**config.mk**
```make
export PLATFORM = sky130hd
export DESIGN_NAME = voltage_seven_segment_scanner_flat
export DESIGN_NICKNAME = d
export VERILOG_FILES = /design/src/hw/rtl/vss_pkg.sv /design/src/hw/rtl/vss_req_if.sv /design/src/hw/rtl/vss_rsp_if.sv /design/src/hw/rtl/voltage_seven_segment_scanner.sv /design/src/flat_wrapper.sv
export SDC_FILE = /design/constraint.sdc
export NUM_CORES = 1
export LEC_CHECK = 0
export ABC_AREA = 1
export BUFFER_PORTS_ARGS = -buffer_cell sky130_fd_sc_hd__buf_2
export CAP_MARGIN = 30
export CORE_MARGIN = 10
export CORE_UTILIZATION = 67
export DETAILED_ROUTE_END_ITERATION = 16
export PLACE_DENSITY_LB_ADDON = 0.08
export REMOVE_ABC_BUFFERS = 1
export SLEW_MARGIN = 10
export SYNTH_ARGS = -nofsm -noshare
export SYNTH_HDL_FRONTEND = slang
export SYNTH_SLANG_ARGS = --single-unit
```
**constraint.sdc**
```tcl
create_clock -name clk -period 17.8 [get_ports clk]
set_input_delay 0 -clock clk [delete_from_list [all_inputs] [get_ports clk]]
set_output_delay 0 -clock clk [all_outputs]
set_load 0.01 [all_outputs]
```
**src/hw/rtl/vss_pkg.sv**
```systemverilog
package vss_pkg;

	localparam int DIGIT_COUNT = 4;
	localparam int DIGIT_LIMIT = (DIGIT_COUNT < 1) ? 1 : ((DIGIT_COUNT > 4) ? 4 : DIGIT_COUNT);

	localparam int SAMPLE_W = 10;
	localparam int VALUE_W  = 13;
	localparam int DIGIT_W  = 4;
	localparam int NDIGITS  = 4;
	localparam int INDEX_W  = 2;
	localparam int SEG_W    = 7;
	localparam int SEL_W    = 8;

	localparam logic OP_SAMPLE = 1'b0;
	localparam logic OP_TICK   = 1'b1;

	typedef logic [NDIGITS-1:0][DIGIT_W-1:0] digit_vec_t;

	localparam logic [SEG_W-1:0] SEG_TABLE [10] = '{
		7'h5F, 7'h06, 7'h3B, 7'h2F, 7'h66, 7'h6D, 7'h7D, 7'h07, 7'h7F, 7'h6F
	};

	// floor(sample * 625 / 128), 0..4995
	function automatic logic [VALUE_W-1:0] scale_sample(input logic [SAMPLE_W-1:0] sample);
		logic [19:0] prod;
		prod = 20'(sample) * 20'd625;
		return prod[19:7];
	endfunction

	// Reciprocal multiplies, exact for values up to 4995
	function automatic digit_vec_t split_digits(input logic [VALUE_W-1:0] x);
		logic [28:0] p1;
		logic [25:0] p2;
		logic [26:0] p3;
		logic [9:0] q1;
		logic [6:0] q2;
		logic [3:0] q3;
		logic [VALUE_W-1:0] r0;
		logic [9:0] r1;
		logic [6:0] r2;
		digit_vec_t d;
		p1 = 29'(x) * 29'd52429;
		p2 = 26'(x) * 26'd5243;
		p3 = 27'(x) * 27'd8389;
		q1 = p1[28:19];
		q2 = p2[25:19];
		q3 = p3[26:23];
		r0 = x - 13'(q1) * 13'd10;
		r1 = q1 - 10'(q2) * 10'd10;
		r2 = q2 - 7'(q3) * 7'd10;
		d[0] = r0[3:0];
		d[1] = r1[3:0];
		d[2] = r2[3:0];
		d[3] = q3;
		return d;
	endfunction

	function automatic logic [SEG_W-1:0] decode_digit(input logic [DIGIT_W-1:0] d);
		logic [SEG_W-1:0] seg;
		case (d)
			4'd0: seg = SEG_TABLE[0];
			4'd1: seg = SEG_TABLE[1];
			4'd2: seg = SEG_TABLE[2];
			4'd3: seg = SEG_TABLE[3];
			4'd4: seg = SEG_TABLE[4];
			4'd5: seg = SEG_TABLE[5];
			4'd6: seg = SEG_TABLE[6];
			4'd7: seg = SEG_TABLE[7];
			4'd8: seg = SEG_TABLE[8];
			4'd9: seg = SEG_TABLE[9];
			default: seg = '0;
		endcase
		return seg;
	endfunction

endpackage

```
**src/hw/rtl/vss_req_if.sv**
```systemverilog
interface vss_req_if;
	logic valid;
	logic ready;
	logic op;
	logic [vss_pkg::SAMPLE_W-1:0] adc_sample;

	modport source (output valid, output op, output adc_sample, input ready);
	modport sink (input valid, input op, input adc_sample, output ready);
endinterface

```
**src/hw/rtl/vss_rsp_if.sv**
```systemverilog
interface vss_rsp_if;
	logic valid;
	logic ready;
	logic [vss_pkg::SEG_W-1:0] segments;
	logic [vss_pkg::SEL_W-1:0] digit_select;

	modport source (output valid, output segments, output digit_select, input ready);
	modport sink (input valid, input segments, input digit_select, output ready);
endinterface

```
**src/hw/rtl/voltage_seven_segment_scanner.sv**
```systemverilog
// Four-digit multiplexed seven-segment scanner. A sample request (op 0) is scaled to
// tenths of a millivolt and its four decimal digits replace the displayed value; it
// gives no response. A tick request (op 1) returns the segment pattern of the digit
// at the scan index with a select byte of 0x80 shifted right by that index, then
// steps the index through DIGIT_COUNT digits. One request is taken every cycle; a
// tick's response passes through the input stage, then the output register, and
// the input stalls only while a response waits unread.
module voltage_seven_segment_scanner (
	input logic clk,
	input logic arst_n,
	vss_req_if.sink req,
	vss_rsp_if.source rsp
);

	logic                            valid_s1;
	logic                            op_s1;
	logic [vss_pkg::VALUE_W-1:0]     value_s1;

	vss_pkg::digit_vec_t             digits_q;
	logic [vss_pkg::INDEX_W-1:0]     index_q;

	logic                            rsp_valid_q;
	logic [vss_pkg::SEG_W-1:0]       segments_q;
	logic [vss_pkg::SEL_W-1:0]       select_q;

	logic                            out_free;
	logic                            go_s1;
	logic                            accept;
	logic [vss_pkg::INDEX_W:0]       index_inc;
	logic [vss_pkg::INDEX_W-1:0]     index_next;

	assign out_free = !rsp_valid_q || rsp.ready;
	assign go_s1    = valid_s1 && ((op_s1 == vss_pkg::OP_SAMPLE) || out_free);
	assign req.ready = !valid_s1 || go_s1;
	assign accept   = req.valid && req.ready;

	assign index_inc  = {1'b0, index_q} + 3'd1;
	assign index_next = (index_inc >= 3'(vss_pkg::DIGIT_LIMIT)) ? '0
		: index_inc[vss_pkg::INDEX_W-1:0];

	always_ff @(posedge clk or negedge arst_n) begin
		if (!arst_n) begin
			valid_s1 <= 1'b0;
		end else if (req.ready) begin
			valid_s1 <= req.valid;
		end
	end

	always_ff @(posedge clk) begin
		if (accept) begin
			op_s1    <= req.op;
			value_s1 <= vss_pkg::scale_sample(req.adc_sample);
		end
	end

	always_ff @(posedge clk or negedge arst_n) begin
		if (!arst_n) begin
			digits_q <= '0;
			index_q  <= '0;
		end else if (go_s1) begin
			if (op_s1 == vss_pkg::OP_SAMPLE) begin
				digits_q <= vss_pkg::split_digits(value_s1);
			end else begin
				index_q <= index_next;
			end
		end
	end

	always_ff @(posedge clk or negedge arst_n) begin
		if (!arst_n) begin
			rsp_valid_q <= 1'b0;
		end else if (go_s1 && (op_s1 == vss_pkg::OP_TICK)) begin
			rsp_valid_q <= 1'b1;
		end else if (rsp.ready) begin
			rsp_valid_q <= 1'b0;
		end
	end

	always_ff @(posedge clk) begin
		if (go_s1 && (op_s1 == vss_pkg::OP_TICK)) begin
			segments_q <= vss_pkg::decode_digit(digits_q[index_q]);
			select_q   <= 8'h80 >> index_q;
		end
	end

	assign rsp.valid        = rsp_valid_q;
	assign rsp.segments     = segments_q;
	assign rsp.digit_select = select_q;

endmodule
```
**src/flat_wrapper.sv**
```systemverilog
// flat-port wrapper written by rule: the top's interface ports become plain ports
module voltage_seven_segment_scanner_flat 
  (clk, arst_n, req_valid, req_op, req_adc_sample, req_ready, rsp_valid, rsp_segments, rsp_digit_select, rsp_ready);
  vss_req_if req_i ();
  vss_rsp_if rsp_i ();
  input logic clk;
  input logic arst_n;
  input wire logic [$bits(req_i.valid)-1:0] req_valid;
  input wire logic [$bits(req_i.op)-1:0] req_op;
  input wire logic [$bits(req_i.adc_sample)-1:0] req_adc_sample;
  output wire logic [$bits(req_i.ready)-1:0] req_ready;
  output wire logic [$bits(rsp_i.valid)-1:0] rsp_valid;
  output wire logic [$bits(rsp_i.segments)-1:0] rsp_segments;
  output wire logic [$bits(rsp_i.digit_select)-1:0] rsp_digit_select;
  input wire logic [$bits(rsp_i.ready)-1:0] rsp_ready;
  assign req_i.valid = req_valid;
  assign req_i.op = req_op;
  assign req_i.adc_sample = req_adc_sample;
  assign req_ready = req_i.ready;
  assign rsp_valid = rsp_i.valid;
  assign rsp_segments = rsp_i.segments;
  assign rsp_digit_select = rsp_i.digit_select;
  assign rsp_i.ready = rsp_ready;
  voltage_seven_segment_scanner u_core (.clk(clk), .arst_n(arst_n), .req(req_i), .rsp(rsp_i));
endmodule
```
==> impl_metrics.ini, run 1 <==
[logic_synthesis]
syn_inst = 1329
synthArstFlopShare_pct = 44.44
ys_ff_latch = 45
syn_area_um2 = 11200
ys_types = 47
ys.flop_type = edfxtp_1
ys_seq_area_share_pct = 11.17
ys_warn_count = 0
synth_edf_count = 25
syn_avg_cell_area_um2 = 8.425

[routing]
drt-pass1-iter-count = 5
ant_nets = 0
vias_per_cell = 5.352
wl_per_cell_um = 15.79
drc = 0
drt-total-wl_mm = 25.03
drt_first_iter_violations = 478
vias = 8483

[global_route]
grt_pass1_wl_mm = 43.09
overflow = 0
grt_max_degree = 24
grt_pass1_vias = 8968
grt_antenna_before_repair = 0
track_usage_pct = 23.78

[critical_path]
cp_common_cell = inv_1
r2r_cells = 26
critical_path_class = reg -> reg
path_delay_family = adder cells
crit_cells = 26
critical_path.max_stage_delay_ns = 0.69
end_kind = flop
worst-path-buf-inv = 6
cp_max_fo = 13
cp-start-kind = flop
crit_required_ns = 17.98
cp.arrival_ns = 6.42
r2r_slack_ns = 11.57
critPathSlowestCell = edfxtp_1

[placement]
hpwl_mm = 22.16
portBuffers = 27
gp_congestion = 0.9589
post-place-ws_ns = 11.57

[timing]
setup_slack_ns = 11.57
fin_crit_sh_pct = 35.02
hold_viol = 0
slew_viol_final = 0
rsz0062_at_grt = no
fin_skew_ns = 0.01155
max-slew-margin-rel_pct = 46.37
worstMarginPinSlew_ns = 0.7983
finalSetupViolations = 0
finalSetupTns_ns = 0
clock.fmax_mhz = 160.4
fin_hold_ws_ns = 0.1890
layout_min_cycle_time_ns = 6.233

[run_status]
status = finished, final reports clean

[final_layout]
nFillCells = 1287
n_antenna_cell = 0
finalCoreUtilization_pct = 71.44
area_growth_pct = 5.051
nets = 1772
drive_gt1_share_pct = 5.128

[clock_tree]
numCtsBuffers = 5
cts.sinks = 45
cts.path.max_buffers = 2
htreeDepth = 2
clk_pin_slew_ns = 0.08
cts_root_buf = clkbuf_16
clock_latency_ns = 0.29
ctsResizeCount = 0
cts_tree = built

[run]
cap_violations = 0

[floorplan]
fp.coreArea_um2 = 16470
die_w_um = 149.3
rows = 47
initial_core_util_pct = 68.00
die_area_um2 = 22280
die_h_um = 149.3
io_pins = 32

[worst_hold_path]
hp-class = in -> async
## timing repair
action,4_1_cts,5_1_grt
endpoints found under the setup margin,0,0
hold buffers,4,0
endpoints found under the hold margin,23,0
setup buffers,0,0
## layer usage
metal  track usage [%]  vias up  part of all wire, %
met2             41.46      186                   49
met5                 0        -                    0
li1                  -     4231                    -
met4             6.477        0                  2.7
met1             30.49     4014                   44
met3             2.731       52                  4.2
## cell type report
cell class,instances,area [um2],share of cell area [%]
repair buffers,32,182.7,1.553
clock buffers,5,125.1,1.064
clock inverters,3,20.02,0.1702
multi-input cells,917,8546,72.65
well taps,220,275.3,2.340
flip-flops and latches,45,1251,10.64
inverters,363,1363,11.58
## synth_stat cells (2+ instances only)
cell	count	area, um2
a211oi_1	4	30.03
a21o_1	14	105.1
a21oi_1	53	265.3
a22o_1	2	17.52
a22oi_1	2	15.01
a31oi_1	5	31.28
and3_1	2	12.51
buf_4	4	30.03
clkbuf_1	2	7.510
dfrtp_1	20	500.5
edfxtp_1	25	750.7
fa_1	136	2723
ha_1	257	3216
inv_1	356	1336
inv_2	7	26.28
nand2_1	212	795.8
nand2_2	8	50.05
nand3_1	34	170.2
nand3_2	5	50.05
nand3b_1	2	15.01
nand4_1	13	81.33
nor2_1	61	229.0
nor2_2	3	18.77
nor3_1	5	25.02
nor3_2	3	30.03
nor4_1	2	12.51
o2111ai_1	2	17.52
o21a_1	2	15.01
o21ai_0	34	170.2
o21ai_1	3	15.01
o21bai_1	5	37.54
or2_2	3	18.77
xnor2_1	17	148.9
xor2_1	13	113.9
## worst paths after layout
path,endpoint,from
max,u_core.digits_q[3]$_DFFE_PN0P_,u_core.value_s1[11]$_DFFE_PP_
min in group clk,u_core.value_s1[0]$_DFFE_PP_,req_adc_sample[0]
max in group asynchronous,u_core.digits_q[10]$_DFFE_PN0P_,arst_n
min reg2reg,u_core.digits_q[2]$_DFFE_PN0P_,u_core.digits_q[2]$_DFFE_PN0P_
min,u_core.digits_q[7]$_DFFE_PN0P_,arst_n
max reg2reg,u_core.digits_q[3]$_DFFE_PN0P_,u_core.value_s1[11]$_DFFE_PP_
## worst register-to-register path, cell delays in order (launching register included)
cell,delay (ns)
edfxtp_1,0.69
inv_1,0.26
ha_1,0.41
xnor2_1,0.28
xor2_1,0.36
inv_1,0.12
fa_1,0.49
fa_1,0.51
fa_1,0.55
inv_1,0.04
ha_1,0.32
nand2_1,0.11
nor2_1,0.16
inv_1,0.07
a21oi_1,0.12
nor2_1,0.05
nand2_1,0.11
xor2_1,0.26
ha_1,0.20
inv_1,0.05
fa_1,0.37
xnor2_1,0.24
inv_1,0.07
nand3_1,0.11
nand3_1,0.08
nand2_1,0.06
nand2_1,0.05
## through the flow
step / std cells / instance area, um2
finish: 1585 / 11760
CTS: 1585 / 11760
detailed placement: 1573 / 11580
floorplan: 1325 / 11160
global placement: 1573 / 11580
global route: 1585 / 11760
## cells by family (layout without fill, tap and decap cells)
kind of cell	after synthesis	after routing	share of synthesized area (%)
xor+xnor	30	30	2.347
compound gates	134	134	7.051
simple gates	356	356	13.76
buf+inv	370	403	12.60
fa+ha+maj	393	393	53.03
other cells	1	4	0.03349
flops	45	45	11.17
## sequential cells by signal, indices dropped and copies added (netlist names)
name and cells:
u_core.valid_s1 1, u_core.rsp.valid 1, u_core.rsp.segments 7, u_core.op_s1 1, u_core.rsp.digit_select 4, u_core.index_q 2
u_core.value_s1 13, u_core.digits_q 16
## cells in the final DEF, fill, tap and decap left out, types with 3 or more instances in the layout
cell type      instances
inv_1                356
ha_1                 257
nand2_1              212
fa_1                 136
nor2_1                61
a21oi_1               53
nand3_1               34
o21ai_0               34
buf_2                 27
edfxtp_1              25
dfrtp_1               20
xnor2_1               17
a21o_1                14
xor2_1                13
nand4_1               13
nand2_2                8
inv_2                  7
o21bai_1               5
nor3_1                 5
a31oi_1                5
nand3_2                5
clkbuf_16              5
a211oi_1               4
conb_1                 4
dlygate4sd3_1          4
or2_2                  3
nor2_2                 3
nor3_2                 3
o21ai_1                3
Power of run 1 is not shown: default switching activity piles up to over one toggle a cycle in this logic, so the estimate is an artifact.
==> run 2, diff against run 1 <==
Settings changed: ABC_AREA 1 to 0, CORE_UTILIZATION 67 to 59.
Clock period 17.8 ns to 5.5 ns, I/O delays scaled along.
==> run 2 against run 1 <==
Effect of this change:
- the run now ends with negative setup slack left
- sequential cell count stayed put
- cell count shrank 10%
- critical path depth decreased by 1
- global-route usage shrank 1.8 points
- non-clock buffer count up 174
- synthesized cell count decreased by 25%
- design area increased by 7.5%
- clock-buffer cell count did not move
==> impl_metrics.ini, run 2 <==
[final_layout]
nFillCells = 1212
area_growth_pct = 24.93
n_antenna_cell = 0
seq_area_um2 = 1251
largest_reg_flops = 16
multi_input_area_um2 = 8257
drive_gt1_share_pct = 26.51
regMostFlops = u_core.digits_q
layout_commonest_cell = inv_1
nets = 1614
mostFrequentLayoutCells = inv_1, ha_1, buf_4, fa_1, nand2_1

[logic_synthesis]
synthArstFlopShare_pct = 44.44
ys_warn_count = 0
synth_top_area_share_pct = 31.77
ys.flop_type = edfxtp_1
syn_inst = 1000
ys_types = 61
synth_area_leaders = ha_1, fa_1, inv_1, edfxtp_1, dfrtp_1
ys_ff_latch = 45
syn_area_um2 = 10120
synthTopCellsByCount = inv_1, ha_1, fa_1
synth_edf_count = 25
syn_avg_cell_area_um2 = 10.12
synth_most_common_cell = inv_1
ys_seq_area_share_pct = 12.36
synth_top_area_cell = ha_1

[placement]
hpwl_mm = 20.44
gp_congestion = 0.9183
portBuffers = 27

[timing]
setup_slack_ns = -0.6025
fin_crit_sh_pct = 111.0
clock.fmax_mhz = 163.9
finalSetupTns_ns = -1.483
layout_min_cycle_time_ns = 6.103
fin_skew_ns = 0.008555
slew_viol_final = 0
hold_viol = 0
max-slew-margin-rel_pct = 39.00
rsz0062_at_grt = yes
worstMarginPinSlew_ns = 0.9150
finalSetupViolations = 4

[global_route]
grt_antenna_before_repair = 0
overflow = 0
grt_pass1_vias = 7904
grt_pass1_wl_mm = 39.53
track_usage_pct = 21.99
grt_max_degree = 30

[clock_tree]
clk_pin_slew_ns = 0.07
numCtsBuffers = 5
cts_tree = built
cts.path.max_buffers = 2
cts_root_buf = clkbuf_16
clock_latency_ns = 0.29
cts.sinks = 45
htreeDepth = 2

[critical_path]
cp-start-kind = flop
cp_max_fo = 4
critical_path_class = reg -> reg
r2r_slack_ns = -0.60
cp.arrival_ns = 6.24
end_kind = flop
cp_common_cell = fa_1
critical_path.max_stage_delay_ns = 0.51
worst-path-buf-inv = 6
path_delay_family = adder cells
critPathSlowestCell = fa_1
crit_required_ns = 5.64

[run_status]
violations = negative setup slack
status = finished with violations

[floorplan]
initial_core_util_pct = 60.61
die_w_um = 151.0
io_pins = 32
die_area_um2 = 22800
fp.coreArea_um2 = 16700
rows = 47
die_h_um = 151.0

[routing]
wl_per_cell_um = 16.89
drt-pass1-iter-count = 4
ant_nets = 0
drc = 0
vias = 7315
vias_per_cell = 5.126
drt_first_iter_violations = 306
drt-total-wl_mm = 24.10

[worst_hold_path]
hp-class = in -> reg

[run]
cap_violations = 0
==> run 2: cell count changes after synthesis, sizes merged, moves of 8 or more <==
cell   before  now
xnor2      17   32
nand2     220   33
nand4      14    4
inv       363  292
xor2       13    5
o21ai      38   26
nor2b       0    9
a21oi      54   22
nor2       64   28
nand3      39   10
==> run 2: cells by family (layout without fill, tap and decap cells) <==
family                   count (synthesis)  in the layout  share of synthesized area, %
AND/OR/NAND/NOR                        116            116                         5.698
AO/OA/AOI/OAI                           94             94                         6.564
buffers and inverters                  302            506                         11.36
other                                    1              4                       0.03705
flip-flops                              45             45                         12.36
multiplexers                             9              9                         1.446
adder cells (fa/ha/maj)                393            393                         58.66
XOR/XNOR                                40             40                         3.869
==> run 2: worst register-to-register path: cells and delay by family, from the launching register on <==
kind                       cells  cell delay (ns)
AOI/OAI and AO/OA              6             1.01
buffers and inverters          6             0.69
DFF                            1             0.50
xor gates and xnor gates       6             1.04
adders and majority gates      7             2.73
==> run 2: repair_timing <==
| action | CTS | global route |
|---|---|---|
| gates resized for setup | 90 | 34 |
| buffers inserted | 24 | 8 |
| gates cloned | 0 | 0 |
| pin swaps | 77 | 49 |
| endpoints found under the hold margin | 22 | 0 |
| hold buffers | 3 | 0 |
| setup endpoints to repair | 7 | 6 |
==> run 2: metal layers <==
metal / up-vias / global-route usage (%) / wire, um
met5: - / 0 / 0
met4: 0 / 5.871 / 820
met3: 44 / 2.834 / 1098
met2: 122 / 37.01 / 11610
met1: 3549 / 29.25 / 10570
li1: 3600 / - / -
==> run 2: path summary, 6_finish.rpt <==
check	from	cells past startpoint	end
setup / recovery	u_core.value_s1[5]$_DFFE_PP_	25	u_core.digits_q[7]$_DFFE_PN0P_
hold / removal	rsp_ready	3	u_core.rsp.valid$_DFFE_PN0P_
setup reg to reg	u_core.value_s1[5]$_DFFE_PP_	25	u_core.digits_q[7]$_DFFE_PN0P_
hold reg to reg	u_core.digits_q[4]$_DFFE_PN0P_	2	u_core.digits_q[4]$_DFFE_PN0P_
max in group asynchronous	arst_n	2	u_core.digits_q[11]$_DFFE_PN0P_
min in group asynchronous	arst_n	2	u_core.index_q[0]$_DFFE_PN0P_
==> run 2: layout make-up <==
class / count / share of cell area [%]
Clock buffer: 5 / 0.9894
Clock inverter: 3 / 0.1880
Inverter: 292 / 8.687
Multi-Input combinational cell: 656 / 65.29
Sequential cell: 45 / 9.894
Tap cell: 220 / 2.177
Timing Repair Buffer: 206 / 12.77
==> run 2: stage by stage <==
stage               util (%)  instance area (um2)  instances  hold WS [ns]  worst slack (ns)
detailed placement     69.54                11610       1383      -0.02503            -1.073
floorplan                  -                10080        993       -0.2956           -0.8223
global route           75.72                12650       1427       0.04384           -0.8376
finish                 75.72                12650       1427      0.008986           -0.6025
global placement       69.54                11610       1383      -0.02394           -0.9344
CTS                    74.30                12410       1418      0.007104           -0.6088
Power of run 2 is left out for the same reason.
